<file path="src/hdl/mbs_pkg.sv">
// Shared types, constants and helpers for the maze backtracker step block.
// No dependencies; imported by every module of the block.
package mbs_pkg;

  localparam int MAX_SIDE = 32;
  localparam int SIDE_W   = $clog2(MAX_SIDE);
  localparam int CELL_W   = 2 * SIDE_W;
  localparam int CELLS    = MAX_SIDE * MAX_SIDE;
  localparam int CNT_W    = CELL_W + 1;
  localparam int WALL_W   = SIDE_W + 2;

  localparam logic [1:0] EV_CARVE   = 2'd0;
  localparam logic [1:0] EV_BACK    = 2'd1;
  localparam logic [1:0] EV_FINISH  = 2'd2;
  localparam logic [1:0] EV_RESTART = 2'd3;

  localparam logic [1:0] DIR_N = 2'd0;
  localparam logic [1:0] DIR_W = 2'd1;
  localparam logic [1:0] DIR_E = 2'd2;
  localparam logic [1:0] DIR_S = 2'd3;

  typedef enum logic [1:0] {
    ST_IDLE,
    ST_ROW,
    ST_DEC,
    ST_POP
  } state_t;

  typedef struct packed {
    logic              found;
    logic [1:0]        dir;
    logic [SIDE_W-1:0] tr;
    logic [SIDE_W-1:0] tc;
    logic [WALL_W-1:0] wall_row;
    logic [WALL_W-1:0] wall_col;
  } pick_t;

  // 16-bit value mod 3: base-4 digit sum, then a short fold
  function automatic logic [1:0] mod3_16(input logic [15:0] v);
    logic [4:0] s;
    logic [2:0] t;
    s = '0;
    for (int i = 0; i < 8; i++) begin
      s = s + 5'(v[2*i +: 2]);
    end
    t = 3'(s[1:0]) + 3'(s[3:2]) + 3'(s[4]);
    if (t >= 3'd6) begin
      t = t - 3'd6;
    end else if (t >= 3'd3) begin
      t = t - 3'd3;
    end
    return t[1:0];
  endfunction

endpackage

</file>
<file path="src/hdl/mbs_pick.sv">
// Neighbour selection: eligibility in N, W, E, S order, random pick, wall position.
// Depends on mbs_pkg.
module mbs_pick
  import mbs_pkg::*;
(
  input  logic [SIDE_W-1:0] cur_row,
  input  logic [SIDE_W-1:0] cur_col,
  input  logic [5:0]        side,
  input  logic [3:0]        nbr_vis,
  input  logic [1:0]        rnd_lo,
  input  logic [1:0]        rnd_m3,
  output pick_t             pick
);

  always_comb begin
    logic [5:0] r6;
    logic [5:0] c6;
    logic [3:0] inr;
    logic [3:0] elig;
    logic [2:0] n;
    logic [1:0] want;
    logic [1:0] cnt;
    logic [1:0] sel;
    logic       hit;
    r6 = {1'b0, cur_row};
    c6 = {1'b0, cur_col};
    inr[DIR_N] = (cur_row != '0) && ((r6 - 6'd1) < side) && (c6 < side);
    inr[DIR_W] = (cur_col != '0) && (r6 < side) && ((c6 - 6'd1) < side);
    inr[DIR_E] = (r6 < side) && ((c6 + 6'd1) < side);
    inr[DIR_S] = ((r6 + 6'd1) < side) && (c6 < side);
    elig = inr & ~nbr_vis;
    n = 3'($countones(elig));
    case (n)
      3'd1:    want = 2'd0;
      3'd2:    want = {1'b0, rnd_lo[0]};
      3'd3:    want = rnd_m3;
      default: want = rnd_lo;
    endcase
    cnt = '0;
    sel = '0;
    hit = 1'b0;
    for (int k = 0; k < 4; k++) begin
      if (elig[k]) begin
        if (!hit && cnt == want) begin
          sel = 2'(k);
          hit = 1'b1;
        end
        cnt = cnt + 2'd1;
      end
    end
    pick.found = (n != '0);
    pick.dir   = sel;
    case (sel)
      DIR_N: begin
        pick.tr = cur_row - 1'b1;
        pick.tc = cur_col;
      end
      DIR_W: begin
        pick.tr = cur_row;
        pick.tc = cur_col - 1'b1;
      end
      DIR_E: begin
        pick.tr = cur_row;
        pick.tc = cur_col + 1'b1;
      end
      default: begin
        pick.tr = cur_row + 1'b1;
        pick.tc = cur_col;
      end
    endcase
    pick.wall_row = WALL_W'(cur_row) + WALL_W'(pick.tr) + WALL_W'(1);
    pick.wall_col = WALL_W'(cur_col) + WALL_W'(pick.tc) + WALL_W'(1);
  end

endmodule

</file>
<file path="config.mk">
export PLATFORM = sky130hd
export DESIGN_NAME = mbs_pick
export DESIGN_NICKNAME = d
export VERILOG_FILES = /design/src/hdl/mbs_pkg.sv /design/src/hdl/mbs_pick.sv
export SDC_FILE = /design/constraint.sdc
export NUM_CORES = 1
export LEC_CHECK = 0
export ABC_AREA = 1
export BUFFER_PORTS_ARGS = -buffer_cell sky130_fd_sc_hd__buf_2
export CAP_MARGIN = 20
export CELL_PAD_IN_SITES_DETAIL_PLACEMENT = 1
export CELL_PAD_IN_SITES_GLOBAL_PLACEMENT = 1
export CORE_UTILIZATION = 40
export DETAILED_ROUTE_END_ITERATION = 7
export PLACE_DENSITY = 0.92
export SYNTH_ARGS = -nofsm -noshare
export SYNTH_HDL_FRONTEND = slang
export SYNTH_SLANG_ARGS = --single-unit
</file>
<file path="constraint.sdc">
create_clock -name vclk -period 6.95
set_input_delay 0.695 -clock vclk [all_inputs]
set_output_delay 0.695 -clock vclk [all_outputs]
set_load 0.03 [all_outputs]
</file>
==> reports/metrics.yaml <==
setup_path:
  crit_path_start: "cur_col[1]"
  slowest_stage: "fa_1"
  cp.required_ns: 6.25
  path_class: "in -> out"
  worstPathArrival_ns: 6.70
  critPathTopFamily: "adder cells"
  crit_path_frequent_cell: "ha_4"
  path_buf_inv: 7
  end_kind: "output port"
  cp.depth: 36
  crit_end: "pick[11]"
  worstSetupStartpointType: "input pin"
  max_stage_delay_ns: 0.57
  path_max_fanout: 6
die:
  die_y_microns: 75.46
  io_pins: 51
  initial_core_util_pct: 41.99
  die_w_microns: 75.46
  die-area_sq_mm: 0.005693
  core.rowCount: 26
  core_sq_mm: 0.005140
worst_hold_path:
  hold_path.class: "in -> out"
grt:
  grt_pass1_vias: 2679
  grt_pass1_wl_microns: 12010
  grt_max_degree: 9
  grt.overflow.total: 0
  grt.total_usage_pct: 27.49
  antenna_found_initial: 0
timing:
  fmax_ghz: 0.1352
  layout_min_cycle_time_ns: 7.398
  hold_viol_final: 0
  final_max_slew_viol_count: 0
  rsz0062_at_grt: "true"
  post-route-period-util_pct: 106.4
  setup_viol: 11
  fin_ws_ns: -0.4475
cells_and_area:
  ff_latch_area_sq_um: 0
  final_core_util_pct: 66.11
  final_cell_mix: "buf_4, nand2_1, ha_1"
  seq_cells: 0
  nClkBuffers: 0
  fin_nets: 497
  fin_cells: 483
  mostFrequentLayoutCell: "buf_4"
  drive_above_1_share_pct: 52.06
  design_area_sq_mm: 0.003398
  syn2layout_area_growth_pct: 57.45
  diodes: 0
  fill_cells: 619
power_and_ir_drop:
  powerDensity_mw_per_mm2: 562.7
  vdd_ir_drop_max_uv: 601.6
  finalPower_uw: 1912
  p_leak_uw: 0.001738
outcome:
  violations: "setup timing"
  status: "finished with violations"
place:
  port_buffers: 49
  gp_congestion: 0.8780
  placed_cells: 471
  dpl.hpwl_microns: 6410
  placed_cell_area_sq_mm: 0.002805
drt:
  dr.first_iter.drc_count: 137
  routed_wl_microns: 12280
  drc_errors: 0
  ant_nets: 0
  viasPerCell: 5.932
  vias: 2865
  routedWlPerCell_microns: 25.42
  firstDrtPassIters: 5
clock_network:
  holdBufCountCts: 0
job:
  cap_violations: 0
logic_synthesis:
  avgSynthCellArea_sq_um: 6.852
  yosysWarnings: 0
  synth_top_area_share_pct: 30.72
  ys_seq_area_share_pct: 0
  synth_area_leaders: "ha_1, nand2_1, inv_1"
  syn-cell-area_sq_mm: 0.002158
  synth_top_cell_by_area: "ha_1"
  postSynthCellCount: 315
  ys_types: 35
## how the worst min path moves through the flow
stage | from | to | slack [ns] | cells after the start
finish | cur_col[0] | pick[0] | 1.93 | 4
CTS | cur_row[0] | pick[7] | 1.91 | 4
floorplan | cur_row[1] | pick[20] | 1.57 | 2
global route | cur_col[0] | pick[0] | 1.93 | 4
global placement | cur_col[0] | pick[0] | 1.88 | 4
detailed placement | cur_row[0] | pick[7] | 1.90 | 4
## cell type report
| cell class | instances | area [sq um] | area share [%] |
|---|---|---|---|
| tap | 70 | 87.58 | 2.577 |
| timing repair buffer | 101 | 709.4 | 20.88 |
| multi-input combinational | 258 | 2379 | 69.99 |
| inverter | 54 | 222.7 | 6.554 |
## per-stage QoR
| stage | TNS [ns] | hold slack (ns) | setup WS (ns) |
|---|---|---|---|
| 6_report | -2.465 | 1.930 | -0.4475 |
| 5_1_grt | -4.851 | 1.934 | -0.8124 |
| 4_1_cts | 0 | 1.905 | 0.01276 |
| 3_5_place_dp | -1.016 | 1.904 | -0.3118 |
| 3_3_place_gp | -0.1445 | 1.884 | -0.08637 |
| 2_1_floorplan | -0.6751 | 1.570 | -0.1312 |
## Yosys cell counts, drive strengths merged, types with 2 or more instances
cell type / instances
nand2: 68
a21o: 5
a21oi: 20
nor3: 4
nand4: 2
ha: 53
a31oi: 3
inv: 53
nor2: 27
buf: 3
o21ai: 18
o21bai: 4
xnor2: 5
nand3: 21
o211ai: 3
fa: 5
xor2: 17
## logic make-up (layout without fill, tap and decap cells)
kind of cell	count (synthesis)	in the layout	share of synthesized area, %
AND/OR/NAND/NOR	123	123	29.28
adder cells (fa/ha/maj)	58	58	35.36
buffers and inverters	58	155	10.78
AO/OA/AOI/OAI	53	53	15.48
XOR/XNOR	22	22	8.927
other	1	2	0.1737
## per-layer routing
metal / GRT usage (%) / part of all wire, %
met1: 28.13 / 35
met2: 57.14 / 49
met3: 2.910 / 7.3
met4: 8.642 / 8.1
met5: 0 / 0
## timing repair
action,in CTS,in global routing
gates resized for setup,19,110
pin swaps,6,49
endpoints found under the setup margin,7,11
setup buffers,3,9
## worst min-delay path, cell delays in order
cell     delay [ns]
buf_6          0.11
buf_4          0.12
xnor2_1        0.10
buf_2          0.20
## report_power, final
part / switching (uW) / leakage, uW / internal (uW)
Sequential: 0 / 0 / 0
Combinational: 1170 / 0.00174 / 742
Clock: 0 / 0 / 0
(Power assumes the default switching activity.)
